## src/rtl/core/sqch_pkg.sv

```systemverilog
// Package for the square-wave sound channel: event codes, register
// addresses, duty table and the state and result structs.
// No dependencies.
`default_nettype none

package sqch_pkg;

  typedef enum logic [2:0] {
    ACT_CLOCK    = 3'd0,
    ACT_LENGTH   = 3'd1,
    ACT_SWEEP    = 3'd2,
    ACT_ENVELOPE = 3'd3,
    ACT_WRITE    = 3'd4,
    ACT_READ     = 3'd5
  } action_e;

  localparam logic [2:0] ADDR_SWEEP    = 3'd0;
  localparam logic [2:0] ADDR_DUTY_LEN = 3'd1;
  localparam logic [2:0] ADDR_ENVELOPE = 3'd2;
  localparam logic [2:0] ADDR_FREQ_LO  = 3'd3;
  localparam logic [2:0] ADDR_FREQ_HI  = 3'd4;

  localparam int unsigned FreqW  = 11;
  localparam int unsigned TimerW = 14;
  localparam logic [7:0] ReadOpen = 8'hFF;

  // Duty waveforms, position 0 in bit 7.
  localparam logic [3:0][7:0] DutyPattern = {8'h7E, 8'h87, 8'h81, 8'h01};

  typedef struct packed {
    logic [FreqW-1:0]  tone_freq;
    logic [FreqW-1:0]  shadow_freq;
    logic [TimerW-1:0] period_timer;
    logic [2:0]        duty_pos;
    logic [1:0]        duty_sel;
    logic [6:0]        length_left;
    logic              length_on;
    logic              enabled;
    logic [3:0]        cur_volume;
    logic [3:0]        init_volume;
    logic              vol_rising;
    logic [2:0]        env_period;
    logic [2:0]        env_count;
    logic              env_stopped;
    logic [2:0]        sweep_shift;
    logic              sweep_down;
    logic [2:0]        sweep_period;
    logic [2:0]        sweep_count;
    logic              sweep_active;
    logic [3:0]        sample_hold;
  } chan_state_t;

  typedef struct packed {
    logic       channel_on;
    logic [7:0] read_data;
    logic [3:0] sample;
  } result_t;

endpackage

`default_nettype wire

```

## src/rtl/core/sqch_step.sv

```systemverilog
// Next-state and result logic for one channel event.
// Depends on sqch_pkg.
`default_nettype none

module sqch_step (
  input  sqch_pkg::chan_state_t st_i,
  input  logic [2:0]            action_i,
  input  logic [2:0]            reg_addr_i,
  input  logic [7:0]            write_data_i,
  output sqch_pkg::chan_state_t st_o,
  output sqch_pkg::result_t     res_o
);
  import sqch_pkg::*;

  // shadow +/- (shadow >> shift); bit 11 flags overflow past 2047
  function automatic logic [FreqW:0] next_sweep(input logic [FreqW-1:0] f,
                                                input logic [2:0] shift,
                                                input logic down);
    logic [FreqW:0] delta;
    delta = {1'b0, f >> shift};
    if (down) next_sweep = {1'b0, f} - delta;
    else      next_sweep = {1'b0, f} + delta;
  endfunction

  function automatic logic [TimerW-1:0] reload(input logic [FreqW-1:0] f);
    logic [FreqW:0] span;
    span = (FreqW+1)'(2048) - {1'b0, f};
    reload = {span, 2'b00};
  endfunction

  logic [FreqW:0]   sw_first, sw_second, sw_trig;
  logic [FreqW-1:0] trig_freq;
  logic             duty_bit;
  chan_state_t      st;
  logic [7:0]       rd;

  assign trig_freq = {write_data_i[2:0], st_i.tone_freq[7:0]};
  assign sw_first  = next_sweep(st_i.shadow_freq, st_i.sweep_shift, st_i.sweep_down);
  assign sw_second = next_sweep(sw_first[FreqW-1:0], st_i.sweep_shift, st_i.sweep_down);
  assign sw_trig   = next_sweep(trig_freq, st_i.sweep_shift, st_i.sweep_down);
  assign duty_bit  = DutyPattern[st_i.duty_sel][3'd7 - st_i.duty_pos];

  always_comb begin
    st = st_i;
    rd = 8'h00;
    case (action_e'(action_i))
      ACT_CLOCK: begin
        st.sample_hold = (st_i.enabled && duty_bit) ? st_i.cur_volume : 4'h0;
        if (st_i.period_timer <= TimerW'(1)) begin
          st.period_timer = reload(st_i.tone_freq);
          st.duty_pos     = st_i.duty_pos + 3'd1;
        end else begin
          st.period_timer = st_i.period_timer - TimerW'(1);
        end
      end
      ACT_LENGTH: begin
        if (st_i.length_on && st_i.length_left != 7'd0) begin
          st.length_left = st_i.length_left - 7'd1;
          if (st_i.length_left == 7'd1) st.enabled = 1'b0;
        end
      end
      ACT_SWEEP: begin
        if (st_i.sweep_active && st_i.sweep_count != 3'd0 && st_i.sweep_period != 3'd0) begin
          st.sweep_count = st_i.sweep_count - 3'd1;
          if (st_i.sweep_count == 3'd1) begin
            st.sweep_count = st_i.sweep_period;
            if (sw_first[FreqW]) begin
              st.enabled = 1'b0;
            end else if (st_i.sweep_shift != 3'd0) begin
              st.tone_freq   = sw_first[FreqW-1:0];
              st.shadow_freq = sw_first[FreqW-1:0];
              if (sw_second[FreqW]) st.enabled = 1'b0;
            end
          end
        end
      end
      ACT_ENVELOPE: begin
        if (!st_i.env_stopped && st_i.env_count != 3'd0) begin
          st.env_count = st_i.env_count - 3'd1;
          if (st_i.env_count == 3'd1) begin
            if (st_i.vol_rising && st_i.cur_volume != 4'hF)
              st.cur_volume = st_i.cur_volume + 4'h1;
            else if (!st_i.vol_rising && st_i.cur_volume != 4'h0)
              st.cur_volume = st_i.cur_volume - 4'h1;
            else
              st.env_stopped = 1'b1;
            st.env_count = st_i.env_period;
          end
        end
      end
      ACT_WRITE: begin
        case (reg_addr_i)
          ADDR_SWEEP: begin
            st.sweep_shift  = write_data_i[2:0];
            st.sweep_down   = write_data_i[3];
            st.sweep_period = write_data_i[6:4];
          end
          ADDR_DUTY_LEN: begin
            st.length_left = 7'd64 - {1'b0, write_data_i[5:0]};
            st.duty_sel    = write_data_i[7:6];
          end
          ADDR_ENVELOPE: begin
            st.env_period  = write_data_i[2:0];
            st.vol_rising  = write_data_i[3];
            st.init_volume = write_data_i[7:4];
            if (write_data_i[7:3] == 5'd0) st.enabled = 1'b0;
          end
          ADDR_FREQ_LO: begin
            st.tone_freq = {st_i.tone_freq[10:8], write_data_i};
          end
          ADDR_FREQ_HI: begin
            st.tone_freq = trig_freq;
            st.length_on = write_data_i[6];
            if (write_data_i[7]) begin
              st.enabled = st_i.vol_rising || st_i.init_volume != 4'h0;
              if (st_i.length_left == 7'd0) st.length_left = 7'd64;
              st.period_timer = reload(trig_freq);
              st.env_count    = st_i.env_period;
              st.env_stopped  = 1'b0;
              st.cur_volume   = st_i.init_volume;
              st.shadow_freq  = trig_freq;
              st.sweep_count  = st_i.sweep_period;
              st.sweep_active = st_i.sweep_period != 3'd0 || st_i.sweep_shift != 3'd0;
              if (st_i.sweep_shift != 3'd0 && sw_trig[FreqW]) begin
                st.sweep_active = 1'b0;
                st.enabled      = 1'b0;
              end
            end
          end
          default: ;
        endcase
      end
      ACT_READ: begin
        case (reg_addr_i)
          ADDR_SWEEP:    rd = {1'b0, st_i.sweep_period, st_i.sweep_down, st_i.sweep_shift};
          ADDR_DUTY_LEN: rd = {st_i.duty_sel, 6'd0};
          ADDR_ENVELOPE: rd = {st_i.init_volume, st_i.vol_rising, st_i.env_period};
          default:       rd = ReadOpen;
        endcase
      end
      default: ;
    endcase
  end

  assign st_o             = st;
  assign res_o.sample     = st.sample_hold;
  assign res_o.read_data  = rd;
  assign res_o.channel_on = st.enabled;

endmodule

`default_nettype wire

```

## src/rtl/core/square_wave_sound_channel_core.sv

```systemverilog
// Top level of the square-wave sound channel: channel state registers,
// event decode through sqch_step, and a two-entry output buffer.
// Depends on sqch_pkg and sqch_step.
`default_nettype none

// Square-wave channel with frequency timer, duty sequencer, length counter,
// volume envelope and frequency sweep, driven by one event item at a time.
// The event kind (clock cycle, length tick, sweep tick, envelope tick,
// register write, register read) arrives on s_axis_tuser_i; the register
// address and write byte arrive on s_axis_tdata_i. Every accepted item
// yields exactly one result item: the held sample, the readback byte (zero
// unless the item was a read) and the channel-enable flag. The block takes
// one item per clock while s_axis_tready_o is high: the whole event is
// applied to the state registers in the cycle it is accepted, and its
// result is registered into the output buffer. A two-entry output buffer
// (output register plus skid) keeps input acceptance going while a result
// waits; s_axis_tready_o drops only once both entries are full, and a
// stalled sink therefore holds back at most two items.

module square_wave_sound_channel_core (
  input  logic        clk_i,
  input  logic        rst_ni,
  // input: tdata = reg_addr[2:0], write_data[10:3], zero [15:11]
  input  logic        s_axis_tvalid_i,
  output logic        s_axis_tready_o,
  input  logic [15:0] s_axis_tdata_i,
  // input: tuser = action[2:0]
  input  logic [2:0]  s_axis_tuser_i,
  // output: tdata = sample[3:0], read_data[11:4], channel_on[12], zero [15:13]
  output logic        m_axis_tvalid_o,
  input  logic        m_axis_tready_i,
  output logic [15:0] m_axis_tdata_o
);
  import sqch_pkg::*;

  chan_state_t state_q, state_d;
  result_t     res_new;
  result_t     out_q, skid_q;
  logic        out_valid_q, skid_valid_q;
  logic        in_fire, out_fire;

  assign s_axis_tready_o = !skid_valid_q;
  assign in_fire         = s_axis_tvalid_i && s_axis_tready_o;
  assign out_fire        = out_valid_q && m_axis_tready_i;

  sqch_step u_step (
    .st_i         (state_q),
    .action_i     (s_axis_tuser_i),
    .reg_addr_i   (s_axis_tdata_i[2:0]),
    .write_data_i (s_axis_tdata_i[10:3]),
    .st_o         (state_d),
    .res_o        (res_new)
  );

  // Channel state: advance on every accepted item.
  always_ff @(posedge clk_i or negedge rst_ni) begin
    if (!rst_ni) begin
      state_q <= '0;
    end else if (in_fire) begin
      state_q <= state_d;
    end
  end

  // Output buffer control: refill the output register from the skid entry
  // first, else from the new item; park the new item in skid when blocked.
  always_ff @(posedge clk_i or negedge rst_ni) begin
    if (!rst_ni) begin
      out_valid_q  <= 1'b0;
      skid_valid_q <= 1'b0;
    end else begin
      if (out_fire || !out_valid_q) begin
        if (skid_valid_q) begin
          out_valid_q  <= 1'b1;
          skid_valid_q <= 1'b0;
        end else begin
          out_valid_q <= in_fire;
        end
      end else if (in_fire) begin
        skid_valid_q <= 1'b1;
      end
    end
  end

  // Output buffer payload: no reset, qualified by the valid flags above.
  always_ff @(posedge clk_i) begin
    if (out_fire || !out_valid_q) begin
      if (skid_valid_q) out_q <= skid_q;
      else if (in_fire) out_q <= res_new;
    end else if (in_fire) begin
      skid_q <= res_new;
    end
  end

  assign m_axis_tvalid_o = out_valid_q;
  assign m_axis_tdata_o  = {3'b000, out_q.channel_on, out_q.read_data, out_q.sample};

endmodule

`default_nettype wire

```

## config.mk

```make
export PLATFORM = sky130hd
export DESIGN_NAME = square_wave_sound_channel_core
export DESIGN_NICKNAME = d
export VERILOG_FILES = /design/src/rtl/core/sqch_pkg.sv /design/src/rtl/core/sqch_step.sv /design/src/rtl/core/square_wave_sound_channel_core.sv
export SDC_FILE = /design/constraint.sdc
export NUM_CORES = 1
export LEC_CHECK = 0
export BUFFER_PORTS_ARGS = -buffer_cell sky130_fd_sc_hd__buf_2
export CORE_MARGIN = 2
export CORE_UTILIZATION = 50
export CTS_CLUSTER_DIAMETER = 150
export DETAILED_ROUTE_END_ITERATION = 10
export GPL_TIMING_DRIVEN = 0
export PLACE_DENSITY_LB_ADDON = 0.05
export SYNTH_ARGS = -nofsm -noshare
export SYNTH_HDL_FRONTEND = slang
export SYNTH_SLANG_ARGS = --single-unit
```

## constraint.sdc

```tcl
create_clock -name clk_i -period 21.2 [get_ports clk_i]
set_input_delay 1.06 -clock clk_i [delete_from_list [all_inputs] [get_ports clk_i]]
set_output_delay 1.06 -clock clk_i [all_outputs]
set_load 0.03 [all_outputs]
```

==> results of run 1 <==
==> metal layers <==
| layer | vias to the layer above | global-route usage, % | wire (µm) |
|---|---|---|---|
| li1 | 4109 | - | - |
| met1 | 3989 | 42.1 | 12900 |
| met2 | 334 | 44.5 | 12500 |
| met3 | 51 | 3.41 | 1850 |
| met4 | 0 | 10.3 | 789 |
| met5 | - | 0 | 0 |
==> path summary, 6_finish.rpt <==
path | startpoint | endpoint | slack [ns] | cells after the start
max | state_q[12] | m_axis_tdata_o[12] | 12.41 | 34
min | state_q[4] | state_q[4] | 0.48 | 1
max reg2reg | state_q[12] | m_axis_tdata_o[12] | 12.41 | 34
min reg2reg | state_q[4] | state_q[4] | 0.48 | 1
max in group asynchronous | rst_ni | m_axis_tvalid_o | 19.91 | 2
min in group asynchronous | rst_ni | state_q[49] | 0.67 | 1
==> kinds of logic after synthesis <==
family / Yosys count / synth area share (%)
mux: 63 / 7.86
xor+xnor: 53 / 5.12
simple gates: 395 / 20.3
compound gates: 328 / 23.6
flops: 109 / 31.0
fa+ha+maj: 52 / 7.21
buf+inv: 107 / 4.85
other cells: 1 / 0.0407
==> registers in the layout, indices dropped and copies added, names as in the netlist <==
signal,flops
state_q,81
m_axis_tdata_o,13
skid_q,13
m_axis_tvalid_o,1
skid_valid_q,1
==> final cells by class <==
class	count	area (µm²)	area share, %
Inverter	40	150	1.51
Sequential cell	109	2860	28.7
Timing Repair Buffer	26	155	1.56
Tap cell	229	287	2.87
Clock inverter	7	77.6	0.778
Buffer	67	297	2.97
Clock buffer	9	225	2.26
Multi-Input combinational cell	894	5920	59.4
==> synth_stat cells, drive strengths merged (29+ instances only) <==
master and n:
clkbuf 48, o21ai 79, nor2 130, mux2 32, nor3 29, dfrtp 83
inv 37, nand2 117, a21oi 96, ha 49, a31oi 29
==> critical path: cells and delay by family (launching register included) <==
family          cells  cell delay (ns)
mux                 2             0.46
xor+xnor            2             0.35
compound gates     13             3.55
simple gates        8             1.42
fa+ha+maj           5             1.50
flops               1             0.34
buf+inv             4             1.00
==> metrics by stage <==
step	hold WS, ns	instances
global placement	0.460	1364
finish	0.480	1381
floorplan	0.443	1110
global route	0.487	1381
CTS	0.479	1381
detailed placement	0.460	1365
==> impl_metrics.env, run 1 <==
export IMPL_synth_ff_type="dfrtp_1"
export IMPL_ys_seq_area_share_pct=31.0
export IMPL_drc_errors=0
export IMPL_finalSetupTns_ns=0
export IMPL_rsz0062_at_grt="no"
export IMPL_ys_ff_latch=109
export IMPL_n_fill_cell=1743
export IMPL_yosysUniqueCellTypes=89
export IMPL_grt_pass1_wl_mm=44.8
export IMPL_cts_buffers_inserted=9
export IMPL_synth_area_leaders="dfrtp_1, edfxtp_1, ha_1"
export IMPL_dieHeight_um=140
export IMPL_tritoncts="built"
export IMPL_slew_headroom_pct=24.3
export IMPL_synth_cell_area_mm2=0.00922
export IMPL_wirelength_mm=28.1
export IMPL_cts_max_path_buffers=2
export IMPL_synth_largest_area_cell="dfrtp_1"
export IMPL_cpPeakStageDelay_ns=0.62
export IMPL_ant_nets=0
export IMPL_final_cell_mix="nor2_1, nand2_1, a21oi_1"
export IMPL_dieArea_mm2=0.0195
export IMPL_cpMostUsedCell="ha_1"
export IMPL_finalHoldViolCount=0
export IMPL_firstDrtPassIters=5
export IMPL_fin_crit_ns=8.79
export IMPL_layout_commonest_cell="nor2_1"
export IMPL_htreeDepth=3
export IMPL_slowest_stage="a211oi_2"
export IMPL_finish_net_count=1221
export IMPL_end_kind="register"
export IMPL_vias_per_cell=6.14
export IMPL_critical_path_max_fanout=10
export IMPL_start_util_pct=51.1
export IMPL_tightestPinTransition_ns=1.13
export IMPL_dp_hpwl_mm=21.4
export IMPL_coreArea_mm2=0.0180
export IMPL_finalSetupViolations=0
export IMPL_grt_usage_pct=28.9
export IMPL_avgSynthCellArea_um2=8.32
export IMPL_max_freq_ghz=0.114
export IMPL_antenna_found_initial=0
export IMPL_utilization_pct=55.3
export IMPL_drt_iter0_drc=689
export IMPL_yosys_warnings=0
export IMPL_clock_sinks=109
export IMPL_hold_class="register to register"
export IMPL_crit_arrival_ns=8.99
export IMPL_clk_pin_slew_worst_paths_ns=0.09
export IMPL_grt_overflow=0
export IMPL_place_ws_ns=12.62
export IMPL_synth_edf_count=26
export IMPL_cts_root_buf="clkbuf_16"
export IMPL_diodes=0
export IMPL_clock_skew_final_ns=0.0131
export IMPL_cts_post_setup_buffers_inserted=0
export IMPL_async_flop_share_pct=76.1
export IMPL_syn_inst=1108
export IMPL_outcome="complete, no violations"
export IMPL_fin_crit_sh_pct=41.4
export IMPL_grt_max_degree=48
export IMPL_wire_per_inst_um=20.3
export IMPL_drv_slew=0
export IMPL_gp_congestion=0.947
export IMPL_ctsResizeCount=0
export IMPL_num_io_pins=41
export IMPL_place_area_mm2=0.00967
export IMPL_fin_ws_ns=12.41
export IMPL_insertion_delay_ns=0.37
export IMPL_worstSetupStartpointType="register"
export IMPL_vias=8483
export IMPL_fp_dieW_um=140
export IMPL_yosysTopAreaCellShare_pct=22.5
export IMPL_hold_buffers=0
export IMPL_drive_above_1_share_pct=10.7
export IMPL_fp_row_count=49
export IMPL_fin_area_mm2=0.00997
export IMPL_syn_to_final_growth_pct=8.16
export IMPL_worstPathRequired_ns=21.40
export IMPL_grt_pass1_vias=7927
export IMPL_maxCapViolations=0
export IMPL_portBuffers=25
export IMPL_path_class="register to register"
Power of run 1 is not shown: default switching activity piles up to over one toggle a cycle in this logic, so the estimate is an artifact.
==> inputs of run 2 (changes only) <==
- ABC_AREA: unset -> 1
- clock period: 21.2 -> 8.8 ns (I/O delays scaled with it)
==> run 2 against run 1 <==
Effect of this change:
- non-clock buffer count shrank 22
- critical path type unchanged
- register-to-register slack got worse by 11 ns
- sequential share of layout area grew 0.42 points
- critical endpoint unchanged
- maximum frequency increased by 25%
==> impl_metrics.env, run 2 <==
export IMPL_grt_pass1_vias=8115
export IMPL_n_fill_cell=1819
export IMPL_reg2reg_to="m_axis_tdata_o[12]"
export IMPL_grt_usage_pct=27.2
export IMPL_p_leak_nw=4.81
export IMPL_regMostFlops="state_q"
export IMPL_outcome="complete, no violations"
export IMPL_register_area_mm2=0.00286
export IMPL_layout_commonest_cell="nand2_1"
export IMPL_portBuffers=32
export IMPL_syn_inst=1316
export IMPL_rsz0062_at_grt="no"
export IMPL_total_power_mw=4.29
export IMPL_fp_row_count=49
export IMPL_multi_input_area_mm2=0.00523
export IMPL_async_flop_share_pct=76.1
export IMPL_wirelength_mm=25.9
export IMPL_finish_net_count=1436
export IMPL_syn_to_final_growth_pct=8.90
export IMPL_path_class="register to register"
export IMPL_worstSetupStartpointType="register"
export IMPL_synth_cell_area_mm2=0.00902
export IMPL_clock_sinks=109
export IMPL_num_io_pins=41
export IMPL_vias_per_cell=5.44
export IMPL_place_area_mm2=0.00951
export IMPL_yosysTopAreaCellShare_pct=23.0
export IMPL_vias=8682
export IMPL_fin_crit_sh_pct=79.9
export IMPL_yosysUniqueCellTypes=64
export IMPL_dp_hpwl_mm=20.2
export IMPL_firstDrtPassIters=5
export IMPL_cp_top_family="simple AND/OR/NAND/NOR gates"
export IMPL_wire_per_inst_um=16.2
export IMPL_cts_root_buf="clkbuf_16"
export IMPL_ys_seq_area_share_pct=31.7
export IMPL_clk_pin_slew_worst_paths_ns=0.09
export IMPL_synthTopCellsByCount="nand2_1, inv_1, o21ai_0"
export IMPL_yosys_warnings=0
export IMPL_hold_buffers=0
export IMPL_cts_post_setup_buffers_inserted=0
export IMPL_ctsResizeCount=0
export IMPL_critical_path_max_fanout=10
export IMPL_synth_edf_count=26
export IMPL_cts_max_path_buffers=2
export IMPL_finalSetupViolations=0
export IMPL_worstPathRequired_ns=8.94
export IMPL_clock_skew_final_ns=0.0133
export IMPL_power_density_mw_per_mm2=436
export IMPL_maxCapViolations=0
export IMPL_r2r_cells=47
export IMPL_gp_congestion=0.900
export IMPL_coreArea_mm2=0.0178
export IMPL_hold_class="input port to asynchronous set/reset pin"
export IMPL_largest_reg_flops=81
export IMPL_tritoncts="built"
export IMPL_vdd_drop_max_uv=329
export IMPL_fin_area_mm2=0.00982
export IMPL_synth_largest_area_cell="dfrtp_1"
export IMPL_drv_slew=0
export IMPL_drt_iter0_drc=764
export IMPL_diodes=0
export IMPL_final_cell_mix="nand2_1, inv_1, o21ai_0"
export IMPL_start_util_pct=50.6
export IMPL_finalSetupTns_ns=0
export IMPL_yosysMostFrequentCell="nand2_1"
export IMPL_grt_pass1_wl_mm=41.9
export IMPL_r2r_start="state_q[14]"
export IMPL_cpMostUsedCell="nand2_1"
export IMPL_synth_ff_type="dfrtp_1"
export IMPL_finalHoldViolCount=0
export IMPL_avgSynthCellArea_um2=6.85
export IMPL_dieHeight_um=138
export IMPL_end_kind="register"
export IMPL_crit_arrival_ns=7.17
export IMPL_slowest_stage="fa_1"
export IMPL_drc_errors=0
export IMPL_synth_area_leaders="dfrtp_1, nand2_1, edfxtp_1"
export IMPL_insertion_delay_ns=0.37
export IMPL_htreeDepth=3
export IMPL_max_freq_ghz=0.142
export IMPL_tightestPinTransition_ns=1.01
export IMPL_ys_ff_latch=109
export IMPL_grt_max_degree=46
export IMPL_grt_overflow=0
export IMPL_dieArea_mm2=0.0191
export IMPL_cpPeakStageDelay_ns=0.48
export IMPL_ant_nets=0
export IMPL_cts_buffers_inserted=9
export IMPL_fin_crit_ns=7.03
export IMPL_critPathBufInv=10
export IMPL_fp_dieW_um=138
export IMPL_slew_headroom_pct=32.4
export IMPL_antenna_found_initial=0
export IMPL_drive_above_1_share_pct=8.12
export IMPL_r2r_slack_ns=1.77
==> run 2: cell count changes after synthesis, moves of 11 or more <==
| cell | change |
|---|---|
| a21oi_1 | -33 |
| a31oi_1 | -18 |
| clkbuf_1 | -29 |
| inv_1 | +148 |
| mux2_2 | -30 |
| mux2i_1 | -25 |
| nand2_1 | +242 |
| nand2b_1 | -15 |
| nand3_1 | +57 |
| nor2_1 | -34 |
| nor2b_1 | -14 |
| o21ai_0 | +55 |
| o21ai_1 | +11 |
| xnor2_1 | -13 |
==> run 2: final cells by class <==
cell class                 count  area share (%)
clock inverter                 7           0.955
tap                          229            2.92
clock buffer                   9            2.29
timing repair buffer          33            1.94
inverter                     192            7.36
multi-input combinational    979            53.3
sequential                   109            29.1
buffer                        38            2.18
==> run 2: worst register-to-register path: cells and delay by family, from the launching register on <==
| kind | cells | cell delay (ns) |
|---|---|---|
| and+or+nand+nor | 23 | 2.39 |
| AOI/OAI and AO/OA | 9 | 1.54 |
| adders and majority gates | 4 | 1.21 |
| buffers and inverters | 10 | 1.11 |
| DFF | 1 | 0.36 |
| xor gates and xnor gates | 1 | 0.17 |
==> run 2: stage by stage <==
step                      util (%)  instances  hold WS [ns]  worst slack [ns]
after detailed placement      53.3       1580         0.459              1.88
after floorplan                  -       1318         0.144              3.12
after CTS                     55.1       1596        0.0609              1.86
final                         55.1       1596        0.0393              1.77
after global placement        53.1       1579         0.474              1.94
after global routing          55.1       1596        0.0878              1.07
==> run 2: power by group <==
group          internal [mW]  leakage, nW  switching [mW]
registers              0.658         1.27           0.141
logic                   1.07         3.39            1.98
clock network          0.208        0.154           0.226
==> run 2: kinds of logic (layout without fill, tap and decap cells) <==
group,Yosys count,count (layout),share of synthesized area (%)
other,1,3,0.0416
multiplexers,3,3,0.361
adder cells (fa/ha/maj),51,51,7.24
AND/OR/NAND/NOR,600,600,28.2
XOR/XNOR,45,45,4.37
buffers and inverters,230,279,10.4
AO/OA/AOI/OAI,277,277,17.8
flip-flops,109,109,31.7
==> run 2: how the worst max path moves through the flow <==
stage	from	endpoint	cells past startpoint
final	state_q[14]	m_axis_tdata_o[12]	47
after global routing	state_q[14]	m_axis_tdata_o[12]	47
after CTS	state_q[14]	m_axis_tdata_o[12]	47
after detailed placement	state_q[14]	m_axis_tdata_o[12]	47
after global placement	state_q[14]	m_axis_tdata_o[12]	47
after floorplan	state_q[12]	m_axis_tdata_o[12]	47
==> run 2: per-layer routing <==
metal	up-vias	routed length, µm	global-route usage (%)
li1	4404	-	-
met1	3960	12200	38.7
met2	279	11700	44.1
met3	39	1570	3.12
met4	0	502	7.68
met5	-	0	0
Power figures use the tool's default switching activity.
==> inputs of run 3 (changes only) <==
- clock period: 8.8 -> 5.9 ns (I/O delays scaled with it)
==> run 3 against run 2 <==
Effect of this change:
- the flow now finishes with violations (negative setup slack)
- routed wire length up 2.8%
- sequential share of layout area fell by 1.4 points
- die area stayed put
- global-route usage increased by 0.56 points
- via count increased by 1.6%
- core utilization grew 2.9 points
- clock skew is 0.00065 ns lower
- count of clock-buffer cells in the layout is the same
- cell area is 5.2% higher
- non-clock buffer count is 23 higher
- first-iteration DRC count is 3.9% lower
- final cell count increased by 1.4%
==> impl_metrics.env, run 3 (synthesis results as in run 2) <==
export IMPL_outcome="finished with violations"
export IMPL_violations="negative setup slack"
export IMPL_grt_max_degree=46
export IMPL_cp_top_family="simple AND/OR/NAND/NOR gates"
export IMPL_use_met1_pct=39.1
export IMPL_fin_ws_ns=-0.469
export IMPL_slew_headroom_pct=30.9
export IMPL_start_util_pct=50.6
export IMPL_drv_slew=0
export IMPL_placed_cells=1580
export IMPL_dieHeight_um=138
export IMPL_finalSetupViolations=3
export IMPL_diodes=0
export IMPL_largest_reg_flops=81
export IMPL_tritoncts="built"
export IMPL_clock_sinks=109
export IMPL_dieArea_mm2=0.0191
export IMPL_grt_pass1_wl_mm=42.8
export IMPL_htreeDepth=3
export IMPL_max_freq_ghz=0.157
export IMPL_coreArea_mm2=0.0178
export IMPL_critPathBufInv=6
export IMPL_drt_iter0_drc=734
export IMPL_gp_congestion=0.900
export IMPL_cpPeakStageDelay_ns=0.53
export IMPL_grtUsageMet2_pct=45.1
export IMPL_regMostFlops="state_q"
export IMPL_fp_dieW_um=138
export IMPL_hold_class="input port to register"
export IMPL_fin_crit_ns=6.37
export IMPL_wirelength_mm=26.7
export IMPL_cts_root_buf="clkbuf_16"
export IMPL_drc_errors=0
export IMPL_final_cell_mix="nand2_1, inv_1, o21ai_0"
export IMPL_finish_net_count=1459
export IMPL_tightestPinTransition_ns=1.03
export IMPL_slowest_stage="or4_4"
export IMPL_cts_buffers_inserted=9
export IMPL_instances_no_fill=1619
export IMPL_grt_pass1_vias=8322
export IMPL_rsz0062_at_grt="yes"
export IMPL_wire_per_inst_um=16.5
export IMPL_finalHoldViolCount=0
export IMPL_portBuffers=32
export IMPL_end_kind="register"
export IMPL_grt_overflow=0
export IMPL_grt_usage_pct=27.8
export IMPL_whs_ns=0.163
export IMPL_worstPathRequired_ns=6.04
export IMPL_antenna_found_initial=0
export IMPL_critical_path_max_fanout=8
export IMPL_fp_row_count=49
export IMPL_clock_skew_final_ns=0.0127
export IMPL_path_class="register to register"
export IMPL_crit_arrival_ns=6.51
export IMPL_place_area_mm2=0.00951
export IMPL_worstSetupStartpointType="register"
export IMPL_firstDrtPassIters=5
export IMPL_num_io_pins=41
export IMPL_dp_hpwl_mm=20.2
export IMPL_fin_crit_sh_pct=108
export IMPL_use_met3_pct=3.08
export IMPL_vias_per_cell=5.45
export IMPL_clk_pin_slew_worst_paths_ns=0.09
export IMPL_drive_above_1_share_pct=15.0
export IMPL_syn_to_final_growth_pct=14.5
export IMPL_fin_area_mm2=0.0103
export IMPL_layout_commonest_cell="nand2_1"
export IMPL_top_usage_layer="met2"
export IMPL_maxCapViolations=0
export IMPL_vias=8817
export IMPL_ant_nets=0
export IMPL_cts_max_path_buffers=2
export IMPL_insertion_delay_ns=0.37
## run 3: cell types whose count changed in the layout (fill, tap and decap cells not counted), moves of 4 or more
cell     change
buf_4       +22
nand2_1     -20
nand2_2     +18
nand3_1     -15
nand3_2     +14
inv_1        -9
inv_2        +7
a21oi_1      -6
a21oi_2      +6
o21ai_2      +5
ha_1         -4
## run 3: area by class of cell
class,instances,area (µm²)
sequential,109,2860
clock inverter,7,93.8
inverter,192,732
tap,229,287
buffer,38,218
clock buffer,9,225
fill,1765,7510
multi-input combinational,979,5560
timing repair buffer,56,365
## run 3: metal layers
layer	up-vias	share of wire [%]
met5	-	0
met2	257	45
li1	4446	-
met1	4067	46
met4	0	2.2
met3	47	5.9
## run 3: metrics by stage
step / util (%) / TNS [ns] / worst slack [ns]
floorplan: - / 0 / 0.216
global placement: 53.1 / -2.61 / -0.959
detailed placement: 53.3 / -2.82 / -1.02
CTS: 57.1 / -0.578 / -0.282
global route: 57.9 / -2.13 / -0.794
finish: 57.9 / -1.19 / -0.469
## run 3: worst reg2reg max path: cells and delay by family, from the launching register on
kind	cells	cell delay (ns)
adders and majority gates	3	0.64
xor gates and xnor gates	2	0.27
DFF	1	0.41
buffers and inverters	6	0.48
and+or+nand+nor	29	3.38
AOI/OAI and AO/OA	5	0.70
muxes	1	0.25
## run 3: path summary, 6_finish.rpt
path                                       from            endpoint  slack, ns  cells past startpoint
worst max-delay path                state_q[12]  m_axis_tdata_o[12]      -0.47                     46
worst min-delay path            s_axis_tvalid_i     m_axis_tvalid_o       0.16                      3
worst max register to register      state_q[12]  m_axis_tdata_o[12]      -0.47                     46
worst min register to register      state_q[10]         state_q[10]       0.50                      2
max in group asynchronous                rst_ni         state_q[72]       4.83                      3
min in group asynchronous                rst_ni     m_axis_tvalid_o       0.44                      2
## run 3: what timing repair did
action,in CTS,in global routing
gates resized for setup,63,28
endpoints found under the hold margin,38,0
hold buffers,1,0
setup endpoints to repair,3,3
buffers inserted,18,4
pin swaps,31,30
Power of run 3 is left out for the same reason.
